--- src/sv/mpd_pkg.sv ---
// ----------------------------------------------------------------------------
// mpd_pkg
// Shared types and constants of the program-stream PES deframer.
// ----------------------------------------------------------------------------
`default_nettype none

package mpd_pkg;

  localparam logic [31:0] CODE_VIDEO = 32'h0000_01E0;
  localparam logic [31:0] CODE_AUDIO = 32'h0000_01C0;

  // number of length bytes that complete the packet header
  localparam logic [1:0] PHASE_LEN_DONE = 2'd2;

  typedef struct packed {
    logic [7:0] payload_byte;
    logic       stream_is_audio;
    logic       last_byte;
    logic       empty_packet;
  } result_t;

  function automatic logic is_start_code(input logic [31:0] w);
    return (w == CODE_VIDEO) || (w == CODE_AUDIO);
  endfunction

endpackage

`default_nettype wire

--- src/sv/mpd_if.sv ---
// ----------------------------------------------------------------------------
// mpd_if
// Valid/ready channels: raw stream bytes in, deframed results out.
// ----------------------------------------------------------------------------
`default_nettype none

interface mpd_byte_if;
  logic       valid;
  logic       ready;
  logic [7:0] in_byte;

  modport source (output valid, output in_byte, input ready);
  modport sink (input valid, input in_byte, output ready);
endinterface

interface mpd_result_if;
  logic       valid;
  logic       ready;
  logic [7:0] payload_byte;
  logic       stream_is_audio;
  logic       last_byte;
  logic       empty_packet;

  modport source (
    output valid, output payload_byte, output stream_is_audio,
    output last_byte, output empty_packet, input ready
  );
  modport sink (
    input valid, input payload_byte, input stream_is_audio,
    input last_byte, input empty_packet, output ready
  );
endinterface

`default_nettype wire

--- src/sv/mpd_in_stage.sv ---
// ----------------------------------------------------------------------------
// mpd_in_stage
// Input register: captures one stream byte per beat.
// ----------------------------------------------------------------------------
`default_nettype none

module mpd_in_stage (
  input  wire logic  clk,
  input  wire logic  rst,
  mpd_byte_if.sink   stream,
  input  wire logic  advance,
  output logic       held_valid,
  output logic [7:0] held_byte
);

  assign stream.ready = !held_valid || advance;

  always_ff @(posedge clk) begin
    if (rst) begin
      held_valid <= 1'b0;
    end else if (stream.ready) begin
      held_valid <= stream.valid;
    end
  end

  always_ff @(posedge clk) begin
    if (stream.ready && stream.valid) begin
      held_byte <= stream.in_byte;
    end
  end

endmodule

`default_nettype wire

--- src/sv/mpd_parser.sv ---
// ----------------------------------------------------------------------------
// mpd_parser
// Start-code hunt, length capture and payload count for one byte per step.
// ----------------------------------------------------------------------------
`default_nettype none

module mpd_parser (
  input  wire logic       clk,
  input  wire logic       rst,
  input  wire logic       step,
  input  wire logic [7:0] in_byte,
  output logic            res_valid,
  output mpd_pkg::result_t res
);

  logic [31:0] start_window, start_window_next;
  logic [1:0]  length_phase, length_phase_next;
  logic [15:0] packet_length, packet_length_next;
  logic [15:0] bytes_remaining, bytes_remaining_next;
  logic [15:0] rem_dec;
  logic        audio;

  assign audio = (start_window == mpd_pkg::CODE_AUDIO);
  assign rem_dec = (bytes_remaining != 16'd0) ? bytes_remaining - 16'd1 : bytes_remaining;

  always_comb begin
    start_window_next    = start_window;
    length_phase_next    = length_phase;
    packet_length_next   = packet_length;
    bytes_remaining_next = bytes_remaining;
    res_valid            = 1'b0;
    res                  = '0;
    res.stream_is_audio  = audio;
    if (!mpd_pkg::is_start_code(start_window)) begin
      // hunting: shift the byte into the window
      start_window_next = {start_window[23:0], in_byte};
      length_phase_next = 2'd0;
      if (mpd_pkg::is_start_code(start_window_next)) begin
        packet_length_next = 16'd0;
      end
    end else if (length_phase < mpd_pkg::PHASE_LEN_DONE) begin
      packet_length_next = {packet_length[7:0], in_byte};
      length_phase_next  = 2'(length_phase + 2'd1);
      if (length_phase_next == mpd_pkg::PHASE_LEN_DONE) begin
        bytes_remaining_next = packet_length_next;
        if (packet_length_next == 16'd0) begin
          // empty packet: one marker result, then hunt again
          res_valid         = 1'b1;
          res.last_byte     = 1'b1;
          res.empty_packet  = 1'b1;
          start_window_next = 32'd0;
          length_phase_next = 2'd0;
        end
      end
    end else begin
      bytes_remaining_next = rem_dec;
      res_valid            = 1'b1;
      res.payload_byte     = in_byte;
      res.last_byte        = (rem_dec == 16'd0);
      if (rem_dec == 16'd0) begin
        start_window_next = 32'd0;
        length_phase_next = 2'd0;
      end
    end
  end

  always_ff @(posedge clk) begin
    if (rst) begin
      start_window    <= 32'd0;
      length_phase    <= 2'd0;
      packet_length   <= 16'd0;
      bytes_remaining <= 16'd0;
    end else if (step) begin
      start_window    <= start_window_next;
      length_phase    <= length_phase_next;
      packet_length   <= packet_length_next;
      bytes_remaining <= bytes_remaining_next;
    end
  end

endmodule

`default_nettype wire

--- src/sv/mpd_out_stage.sv ---
// ----------------------------------------------------------------------------
// mpd_out_stage
// Result register: holds one result until the receiver takes the beat.
// ----------------------------------------------------------------------------
`default_nettype none

module mpd_out_stage (
  input  wire logic            clk,
  input  wire logic            rst,
  input  wire logic            load,
  input  wire logic            res_valid,
  input  mpd_pkg::result_t     res,
  output logic                 can_load,
  mpd_result_if.source         packet
);

  mpd_pkg::result_t data;

  assign can_load = !packet.valid || packet.ready;

  always_ff @(posedge clk) begin
    if (rst) begin
      packet.valid <= 1'b0;
    end else if (can_load) begin
      packet.valid <= load && res_valid;
    end
  end

  always_ff @(posedge clk) begin
    if (can_load && load && res_valid) begin
      data <= res;
    end
  end

  assign packet.payload_byte    = data.payload_byte;
  assign packet.stream_is_audio = data.stream_is_audio;
  assign packet.last_byte       = data.last_byte;
  assign packet.empty_packet    = data.empty_packet;

endmodule

`default_nettype wire

--- src/sv/mpeg_pes_deframer_core.sv ---
// ----------------------------------------------------------------------------
// mpeg_pes_deframer_core
// Program-stream PES deframer: hunts for video/audio start codes and passes
// each packet's payload bytes on, tagged and with the final byte marked.
// ----------------------------------------------------------------------------
// Usage:
//   stream carries raw program-stream bytes, one per beat. packet carries
//   results: payload bytes tagged video (E0) or audio (C0), last_byte on the
//   final byte, and a single empty_packet beat for a zero-length packet.
//   Start-code bytes and length bytes produce no result.
// Path: an accepted byte passes through the input register, then one decode
//   step into the result register on its way to packet.
// Throughput: one byte per cycle while packet.ready does not stall; the decode
//   loop runs from and back into the window, length and remaining-count registers.
// Reset (synchronous rst): window, length phase and counters clear, both
//   register stages empty; hunting starts with the next byte.
// Stall: while a result waits on packet.ready the held input byte waits too;
//   stream.ready drops only when both stages are full.
// ----------------------------------------------------------------------------
`default_nettype none

module mpeg_pes_deframer_core (
  input  wire logic    clk,
  input  wire logic    rst,
  mpd_byte_if.sink     stream,
  mpd_result_if.source packet
);

  logic             held_valid;
  logic [7:0]       held_byte;
  logic             can_load;
  logic             advance;
  logic             res_valid;
  mpd_pkg::result_t res;

  assign advance = held_valid && can_load;

  mpd_in_stage u_in (
    .clk        (clk),
    .rst        (rst),
    .stream     (stream),
    .advance    (advance),
    .held_valid (held_valid),
    .held_byte  (held_byte)
  );

  mpd_parser u_parser (
    .clk       (clk),
    .rst       (rst),
    .step      (advance),
    .in_byte   (held_byte),
    .res_valid (res_valid),
    .res       (res)
  );

  mpd_out_stage u_out (
    .clk       (clk),
    .rst       (rst),
    .load      (advance),
    .res_valid (res_valid),
    .res       (res),
    .can_load  (can_load),
    .packet    (packet)
  );

endmodule

`default_nettype wire

--- src/flat_wrapper.sv ---
// flat-port wrapper written by rule: the top's interface ports become plain ports
module mpeg_pes_deframer_core_flat 
  (clk, rst, stream_valid, stream_in_byte, stream_ready, packet_valid, packet_payload_byte, packet_stream_is_audio, packet_last_byte, packet_empty_packet, packet_ready);
  mpd_byte_if stream_i ();
  mpd_result_if packet_i ();
  input  wire logic clk;
  input  wire logic rst;
  input wire logic [$bits(stream_i.valid)-1:0] stream_valid;
  input wire logic [$bits(stream_i.in_byte)-1:0] stream_in_byte;
  output wire logic [$bits(stream_i.ready)-1:0] stream_ready;
  output wire logic [$bits(packet_i.valid)-1:0] packet_valid;
  output wire logic [$bits(packet_i.payload_byte)-1:0] packet_payload_byte;
  output wire logic [$bits(packet_i.stream_is_audio)-1:0] packet_stream_is_audio;
  output wire logic [$bits(packet_i.last_byte)-1:0] packet_last_byte;
  output wire logic [$bits(packet_i.empty_packet)-1:0] packet_empty_packet;
  input wire logic [$bits(packet_i.ready)-1:0] packet_ready;
  assign stream_i.valid = stream_valid;
  assign stream_i.in_byte = stream_in_byte;
  assign stream_ready = stream_i.ready;
  assign packet_valid = packet_i.valid;
  assign packet_payload_byte = packet_i.payload_byte;
  assign packet_stream_is_audio = packet_i.stream_is_audio;
  assign packet_last_byte = packet_i.last_byte;
  assign packet_empty_packet = packet_i.empty_packet;
  assign packet_i.ready = packet_ready;
  mpeg_pes_deframer_core u_core (.clk(clk), .rst(rst), .stream(stream_i), .packet(packet_i));
endmodule
--- config.mk ---
export PLATFORM = sky130hd
export DESIGN_NAME = mpeg_pes_deframer_core_flat
export DESIGN_NICKNAME = d
export VERILOG_FILES = /design/src/sv/mpd_pkg.sv /design/src/sv/mpd_if.sv /design/src/sv/mpd_in_stage.sv /design/src/sv/mpd_parser.sv /design/src/sv/mpd_out_stage.sv /design/src/sv/mpeg_pes_deframer_core.sv /design/src/flat_wrapper.sv
export SDC_FILE = /design/constraint.sdc
export NUM_CORES = 1
export LEC_CHECK = 0
export ABC_AREA = 1
export BUFFER_PORTS_ARGS = -buffer_cell sky130_fd_sc_hd__buf_2
export CORE_ASPECT_RATIO = 0.8
export CORE_MARGIN = 4
export CORE_UTILIZATION = 55
export DETAILED_ROUTE_END_ITERATION = 7
export GPL_TIMING_DRIVEN = 0
export PLACE_DENSITY_LB_ADDON = 0.08
export SKIP_CTS_REPAIR_TIMING = 1
export SLEW_MARGIN = 20
export SYNTH_ARGS = -nofsm -noshare
export SYNTH_HDL_FRONTEND = slang
export SYNTH_SLANG_ARGS = --single-unit
--- constraint.sdc ---
create_clock -name clk -period 2.2 [get_ports clk]
set_input_delay 0.11 -clock clk [delete_from_list [all_inputs] [get_ports clk]]
set_output_delay 0.11 -clock clk [all_outputs]
set_load 0.05 [all_outputs]
Word level (Yosys, flattened, before mapping) --
Index checks and enable logic that the tools add are counted. W data, S select, Z words.
Word-level totals: flip-flop bits (word level) 79, output and inout port bits 13, word-level logic and storage cells 69, input bits 12
Cells by class: order comparisons 1, equal/unequal tests 10, multiplexer cells 23, reductions and logical operators 21, add/subtract/negate cells 2, bitwise gates (word level) 1
Operators with widths (count):
- $mux W32 | 5
- $eq A32 B9 Y1 const B | 4
- $mux W16 | 3
- $logic_not A16 Y1 | 2
- $mux W8 | 3
- $reduce_bool A16 Y1 | 1
- $sub A16 B1 Y16 const B | 1
- $mux W2 | 7
- $reduce_and A3 Y1 | 3
- $ne A3 B2 Y1 const B | 2
- $logic_and A1 B1 Y1 | 5
- $mux W1 | 5
- $logic_or A1 B1 Y1 | 4
- $ne A2 B1 Y1 const B | 2
- $reduce_and A4 Y1 | 1
- $ne A3 B1 Y1 const B | 1
- $add A2 B1 Y2 const B | 1
- $eq A2 B2 Y1 const B | 1
- $logic_not A1 Y1 | 2
- $lt A2 B2 Y1 const B | 1
- $reduce_and A2 Y1 | 1
- $reduce_bool A2 Y1 | 1
- $reduce_or A2 Y1 | 1
- $not A1 Y1 | 1

Longest topological paths before layout --
Gate-level depths: netlist of the first run.
depth in word-level cells 6, mapped depth 16, mapped depth without buffers 16

Cells and area by module --
From an unflattened synthesis of the first run, not the netlist that was laid out.
Second synthesis, totals: cells, all modules 615, area total of the unflattened synthesis 4175.3 um^2
Modules (own cells, without submodules):
- mpd_parser | times used 1, seq. area each 1161.1 um^2, area each 3502.1 um^2, cells an instance 582
- mpd_out_stage | times used 1, seq. area each 350.3 um^2, area each 377.9 um^2, cells an instance 17
- mpd_in_stage | times used 1, seq. area each 260.2 um^2, area each 287.8 um^2, cells an instance 14
- mpeg_pes_deframer_core | times used 1, seq. area each 0.0 um^2, area each 7.5 um^2, cells an instance 2

Worst setup path after synthesis of the first run --
No wires, ideal clock.
kind flip-flop to flip-flop, start register u_core.u_parser.length_phase[1], end register u_core.u_out.data, in the netlist u_core.u_out.packet.empty_packet (enable), cell stages (with the launch flop) 10, required time 1.820 ns, clock period less this slack 2.292 ns, buffers on the path 1, library setup time 0.380 ns, arrival time 1.912 ns, setup slack -0.092 ns, cells stage by stage dfxtp_1 > inv_1 > clkbuf_1 > ha_1 > nand2_1 > nor3_1 > nand4_1 > nand2_1 > inv_1 > nor2_1
Between the ends: cells in the longest elaborated chain, start to end 6, elaborated cells on any way between the ends 7, those cells by class add/sub: 1; order compare: 1; eq/ne: 1; mux: 3; reduce/logical: 1
RTL lines:
- from (decl) | line mpd_parser.sv:17 | logic [1:0] length_phase, length_phase_next;
- from (signal assigned) | line mpd_parser.sv:75 | length_phase <= length_phase_next;
- $add A2 B1 Y2 | line mpd_parser.sv:43 | length_phase_next = 2'(length_phase + 2'd1);
- $eq A2 B2 Y1 | line mpd_parser.sv:44 | if (length_phase_next == mpd_pkg::PHASE_LEN_DONE) begin
- $mux W1 | line mpd_parser.sv:44
- $mux W1 (*) | line mpd_parser.sv:41 | end else if (length_phase < mpd_pkg::PHASE_LEN_DONE) begin
- $mux W1 (*) | line mpd_parser.sv:34 | if (!mpd_pkg::is_start_code(start_window)) begin
- $logic_and A1 B1 Y1 (*) | line mpd_out_stage.sv:30 | if (can_load && load && res_valid) begin
- to (signal assigned) | line mpd_out_stage.sv:31 | data <= res;
- to (decl) | line mpd_out_stage.sv:17 | mpd_pkg::result_t data;
Every way passes the cells marked *; elsewhere a longest branch is shown, timed or not. A chain may end at the register's enable or synchronous reset.

Worst setup path in the final report of the first run --
start register u_core.u_parser.bytes_remaining[7], end register u_core.u_parser.start_window[4]
Between the ends: cells in the longest elaborated chain, start to end 5, elaborated cells on any way between the ends 6, those cells by class add/sub: 1; eq/ne: 1; mux: 1; reduce/logical: 3
RTL lines:
- from (decl) | line mpd_parser.sv:19 | logic [15:0] bytes_remaining, bytes_remaining_next;
- from (signal assigned) | line mpd_parser.sv:77 | bytes_remaining <= bytes_remaining_next;
- $sub A16 B1 Y16 / $reduce_bool A16 Y1 (equally long branches) | line mpd_parser.sv:24 | assign rem_dec = (bytes_remaining != 16'd0) ? bytes_remaining - 16'd1 : bytes_remaining;
- $mux W16 (*) | line mpd_parser.sv:24
- $logic_not A16 Y1 (*) | line mpd_parser.sv:60 | if (rem_dec == 16'd0) begin
- $ne A3 B1 Y1 (no source line) (*)
- $reduce_and A4 Y1 (no source line) (*)
- to (signal assigned) | line mpd_parser.sv:74 | start_window <= start_window_next;
- to (decl) | line mpd_parser.sv:16 | logic [31:0] start_window, start_window_next;
Marked as above.

==> results of run 1 <==
[path summary, 6_finish.rpt]
| kind | from | end | depth (start not counted) |
|---|---|---|---|
| worst max-delay path | u_core.u_parser.bytes_remaining[7] | u_core.u_parser.start_window[4] | 14 |
| worst max register to register | u_core.u_parser.bytes_remaining[7] | u_core.u_parser.start_window[4] | 14 |
| worst min register to register | u_core.u_parser.start_window[26] | u_core.u_parser.start_window[26] | 2 |
| worst min-delay path | stream_valid | u_core.u_in.held_valid | 3 |
[layer usage]
layer / up-vias / track usage [%]
li1: 1999 / -
met1: 1987 / 38.1
met2: 232 / 35.3
met3: 17 / 7.07
met4: 0 / 5.92
met5: - / 0
[stage by stage]
stage	cells	TNS, ns	area (um2)	hold slack (ns)
3_3_place_gp	660	-11.05	4280	0.287
6_report	712	-3.27	5170	0.0270
5_1_grt	712	-4.75	5170	0.0401
3_5_place_dp	660	-14.10	4280	0.288
2_1_floorplan	550	0	4060	0.209
4_1_cts	676	-15.38	4510	-0.0782
[worst max-delay path: stages, from the launching register on]
cell and delay [ns]:
dfxtp_1 0.38, nor2_2 0.19, nand2_4 0.10, nor2_4 0.18
buf_4 0.14, nand3_1 0.07, nand2_1 0.12, nand3_2 0.12
nor2_4 0.13, nand3_2 0.11, nand2_4 0.14, nand3_4 0.18
clkbuf_16 0.21, nand2_1 0.05, a21oi_1 0.06
[cell families after synthesis]
logic type	after synthesis	share of synthesized area [%]
buffers and inverters	72	7.96
AND/OR/NAND/NOR	296	33.7
adder cells (fa/ha/maj)	5	1.54
XOR/XNOR	3	0.648
AO/OA/AOI/OAI	95	12.5
flip-flops	79	43.7
[cell type report]
class	instances	area, um2	share of cell area [%]
inverter	49	191	3.70
timing repair buffer	58	440	8.52
clock inverter	4	95.1	1.84
clock buffer	12	135	2.62
multi-input combinational	400	2250	43.6
buffer	23	156	3.03
sequential	79	1790	34.6
tap	87	109	2.11
[registers in the layout (all words and copies together), names as in the netlist]
name	cells
u_core.u_out.packet.stream_is_audio	1
u_core.u_in.held_valid	1
u_core.u_parser.bytes_remaining	16
u_core.u_out.packet.empty_packet	1
u_core.u_out.packet.payload_byte	8
u_core.u_parser.length_phase	2
u_core.u_parser.packet_length	8
u_core.u_in.held_byte	8
u_core.u_parser.start_window	32
u_core.u_out.packet.valid	1
u_core.u_out.packet.last_byte	1
[power by group through the flow]
| stage | clock network, W | logic, W | registers, W |
|---|---|---|---|
| floorplan | 0 | 0.000102 | 0.00155 |
| global placement | 0 | 0.000140 | 0.00156 |
| detailed placement | 0 | 0.000143 | 0.00156 |
| CTS | 0.00127 | 0.000144 | 0.00153 |
| global route | 0.00134 | 0.000198 | 0.00153 |
| finish | 0.00128 | 0.000183 | 0.00153 |
[cell usage in the layout, fill, tap and decap left out, types with 9 or more instances in the layout]
cell type / instances
nand2_1: 109
dfxtp_1: 50
buf_2: 23
nor2_1: 51
nor2_2: 12
clkbuf_1: 15
inv_1: 42
nand2_2: 16
nand2_4: 11
edfxtp_1: 19
nor2_4: 12
nand4_1: 38
nand3_1: 24
o21ai_0: 20
buf_4: 24
a21oi_1: 51
clkbuf_8: 9
==> reports/results.txt, run 1 <==
Most frequent cell after synthesis = nand2_1
Routed wire length on met2 = 5270 um
Port bufs = 23
Finish-stage setup viols = 31
FFs w/ async S/R, synth = 0%
Post-Route WL = 12,300 um
Peak supply drop = 462 uV
Area leader, netlist = dfxtp_1
Grt total ovfl = 0
Critical path class = reg -> reg
Cell Int Power = 0.00232 W
Comb pwr share = 6.1%
Worst Setup Start Kind = flip-flop
Switching share of power = 22.5%
# IOs = 25
Nets = 637
Sequential cell fraction of total power = 51.2%
Layout cells sized above 1 = 26.1%
Clock power frac = 42.7%
R2R Setup Slk = -0.12 ns
First-pass GRT wire length = 17,800 um
Vias in the first global route = 3,555
Ant diodes = 0
Synth Instances = 550
Final HPWL DP = 8100 um
Slew headroom = 61.5%
Die area = 8820 um2
Actual slew at the worst max-slew pin = 0.577 ns
Placement Setup Slack = -0.373 ns
DR WL met3 = 1420 um
Final core occ = 73.5%
Max Cap Violations = 0
Failing checks = setup timing
Register area share after synthesis = 43.7%
CTS sink cnt = 79
Clk buf depth = 2
Largest net degree at the start of global routing = 14
GPL Wtd Cong = 0.989
Crit. End Element = flip-flop
H-tree Lvls = 3
Area Growth Syn to Fin = 27.4%
Antenna-violating nets left = 0
Initial DRC Count = 520
Synthesis Warnings = 0
Status = complete, but fails checks
# rows = 27
EDFF count, synth = 19
Commonest cells in the netlist = nand2_1 (128), nor2_1 (67), dfxtp_1 (60), a21oi_1 (58), inv_1 (48)
Top sig layer = met4
Area contributors post-synth = dfxtp_1 (30%), edfxtp_1 (14%), nand2_1 (12%)
Pre-antenna DRT Iters = 8
Via count = 4,235
WL per Instance = 17.3 um
Worst Path Arrival = 2.54 ns
Power Density = 579 nW/um2
RSZ-0062 raised after global routing = yes
Leakage = 2.30 nW
Antenna violations before repair = 0
Synth Area per Inst = 7.38 um2
Final Hold Vio Count = 0
Top_reg_cell synth = dfxtp_1
NetSw = 0.000673 W
Clk root buf = clkbuf_8
Initial Util = 57.7%
Worst Hold Class = in -> reg
Final period utilization = 106%
CP Max Fanout = 8
Mapped Area = 4060 um2
Critical Path RT = 2.41 ns
Setup ws final = -0.125 ns
Die height = 84.8 um
Met1 Routed Length = 5490 um
Vias/cell = 5.95
FILL cells = 507
CTS buffer count = 9
Core area = 7030 um2
PnR Total Power = 0.00299 W
DRC = 0
Post-route minimum period = 2.32 ns
Netlist cell types = 36
Final Max Slew Viols = 0
Skew final = 0.00622 ns
Worst-skew pair later-pin latency = 0.35 ns
CTS tree = done
GRT Total Usage = 25.1%
Die X = 104 um
Synth top area share = 29.6%
Achievable Freq = 430 MHz
Worst-path clk slew = 0.08 ns
Seq cells post-synth = 79
Net Count, Synth = 567
(Power assumes the default switching activity.)
==> run 2, diff against run 1 <==
- REMOVE_ABC_BUFFERS: default -> 1
==> reports/results.txt, run 2 (synthesis gave the netlist of run 1 again) <==
Die height = 84.8 um (unchanged)
CTS buffer count = 9 (unchanged)
Post-Route WL = 12,600 um (+2.2%)
Met1 Routed Length = 5450 um (-0.60%)
CTS tree = done
CTS sink cnt = 79 (unchanged)
Dpl cells = 638 (-3.3%)
Commonest non-fill, non-tap cell in the layout = nand2_1
First-pass GRT wire length = 16,900 um (-4.9%)
Leading cell types in the layout, fill and taps excluded = nand2_1 (92), a21oi_1 (57), nor2_1 (51)
Critical Path RT = 2.40 ns (about the same)
NetSw = 0.000698 W (+3.8%)
Final core occ = 75.7% (+2.2 points)
Ant diodes = 0 (unchanged)
Die area = 8820 um2 (unchanged)
Power Density = 545 nW/um2 (-5.9%)
# rows = 27 (unchanged)
H-tree Lvls = 3 (unchanged)
Max reg flops = 32 (unchanged)
DRC = 0 (unchanged)
Layout cells sized above 1 = 31.1% (+5.0 points)
Worst-path clk slew = 0.08 ns (about the same)
Achievable Freq = 420 MHz (-2.4%)
# IOs = 25 (unchanged)
Crit. End Element = flip-flop
Antenna-violating nets left = 0 (unchanged)
Core area = 7030 um2 (unchanged)
Vias in the first global route = 3,359 (-5.5%)
Multi-input logic area = 2440 um2 (+8.4%)
Clock power frac = 41.0% (-1.7 points)
Routed wire length on met2 = 5450 um (+3.5%)
Failing checks = setup timing
Finish-stage setup viols = 33 (+6.5%)
Placement Setup Slack = -1.06 ns (-0.684 ns)
Status = complete, but fails checks
CP Max Fanout = 8 (unchanged)
Vias/cell = 6.10 (+2.6%)
Setup ws final = -0.183 ns (-0.0579 ns)
Top flop regs = u_core.u_parser.start_window: 32 flops, u_core.u_parser.bytes_remaining: 16 flops
Final period utilization = 108% (+2.6 points)
Max Cap Violations = 0 (unchanged)
Worst-skew pair later-pin latency = 0.35 ns (about the same)
Final HPWL DP = 7050 um (-13%)
RSZ-0062 raised after global routing = yes
GPL Wtd Cong = 0.932 (-5.8%)
WL per Instance = 17.8 um (+2.8%)
Worst Setup Start Kind = flip-flop
Post-route minimum period = 2.38 ns (+0.0579 ns)
Area Growth Syn to Fin = 31.2%
Actual slew at the worst max-slew pin = 0.873 ns (+0.296 ns)
Switching share of power = 24.1% (+1.6 points)
Pre-antenna DRT Iters = 6 (-2)
Worst Path Arrival = 2.58 ns (+0.04 ns)
Skew final = 0.00713 ns (+0.000915 ns)
Comb pwr share = 6.2% (about the same)
Leakage = 2.30 nW (+0.15%)
Final Hold Vio Count = 0 (unchanged)
FF+latch area = 1790 um2 (+0.28%)
DR WL met3 = 1420 um (-0.14%)
Setup_tns = -3.34 ns (-0.0653 ns)
Initial Util = 57.7% (unchanged)
Worst hold margin = 0.0299 ns (+0.00294 ns)
Die X = 104 um (unchanged)
Sequential cell fraction of total power = 52.9% (+1.7 points)
Peak supply drop = 444 uV (-3.9%)
Grt total ovfl = 0 (unchanged)
Via count = 4,320 (+2.0%)
GRT Total Usage = 23.5% (-1.7 points)
Cell Int Power = 0.00220 W (-5.1%)
Antenna violations before repair = 0 (unchanged)
Largest net degree at the start of global routing = 46 (+32)
Clk buf depth = 2 (unchanged)
Nets = 633 (-0.63%)
Final Max Slew Viols = 0 (unchanged)
Clk root buf = clkbuf_8
Critical path class = reg -> reg
Slew headroom = 41.8% (-20 points)
Final cell count without fillers = 708 (-0.56%)
FILL cells = 522 (+3.0%)
Initial DRC Count = 577 (+11%)
Most flops, register = u_core.u_parser.start_window
Port bufs = 24 (+4.3%)
Worst Hold Class = in -> reg
Top sig layer = met4
-- run 2: changes by cell type in the layout (fill, tap and decap cells not counted), sizes merged, moves of 2 or more --
| cell | before | now |
|---|---|---|
| buf | 58 | 62 |
| clkbuf | 27 | 9 |
| clkinv | 1 | 4 |
| clkinvlp | 0 | 4 |
| nand2 | 136 | 138 |
| nand3 | 30 | 33 |
-- run 2: per-layer routing --
| layer | up-vias | GRT usage, % |
|---|---|---|
| met4 | 0 | 5.07 |
| li1 | 2006 | - |
| met5 | - | 0 |
| met3 | 40 | 5.78 |
| met2 | 282 | 31.5 |
| met1 | 1992 | 37.4 |
-- run 2: final cells by class --
type | instances | share of cell area [%]
sequential | 79 | 33.7
timing repair buffer | 70 | 10.1
clock buffer | 9 | 2.33
inverter | 49 | 3.93
timing repair inverter | 2 | 0.235
tap | 87 | 2.05
clock inverter | 7 | 1.81
multi-input combinational | 405 | 45.9
-- run 2: final timing paths --
check,start,end,slack (ns),cells past startpoint
min reg2reg,u_core.u_parser.start_window[30],u_core.u_parser.start_window[30],0.47,2
max,u_core.u_parser.bytes_remaining[2],u_core.u_parser.start_window[16],-0.18,13
min,stream_valid,u_core.u_in.held_valid,0.03,3
max reg2reg,u_core.u_parser.bytes_remaining[2],u_core.u_parser.start_window[16],-0.18,13
-- run 2: per-stage QoR --
step | power, W | area (um2)
after global placement | 0.00169 | 4150
after floorplan | 0.00163 | 3920
after CTS | 0.00286 | 4370
after global routing | 0.00299 | 5320
after detailed placement | 0.00169 | 4150
final | 0.00290 | 5320
-- run 2: critical path: stages, from the launching register on --
cell and delay [ns]:
dfxtp_1 0.39, nor2_4 0.22, nand2_2 0.11, nor2_4 0.22, nand2_8 0.17, o21ai_4 0.10, nand2_2 0.08, nor2_4 0.16
nand3_4 0.15, nand2_8 0.15, buf_4 0.14, nand3_4 0.14, nand2_1 0.13, a21oi_1 0.06
-- run 2: power groups by stage --
stage | sequential (W) | clock [W] | combinational, W
finish | 0.00153 | 0.00119 | 0.000179
global route | 0.00153 | 0.00126 | 0.000195
CTS | 0.00153 | 0.00120 | 0.000124
detailed placement | 0.00157 | 0 | 0.000124
global placement | 0.00157 | 0 | 0.000122
floorplan | 0.00155 | 0 | 0.0000783
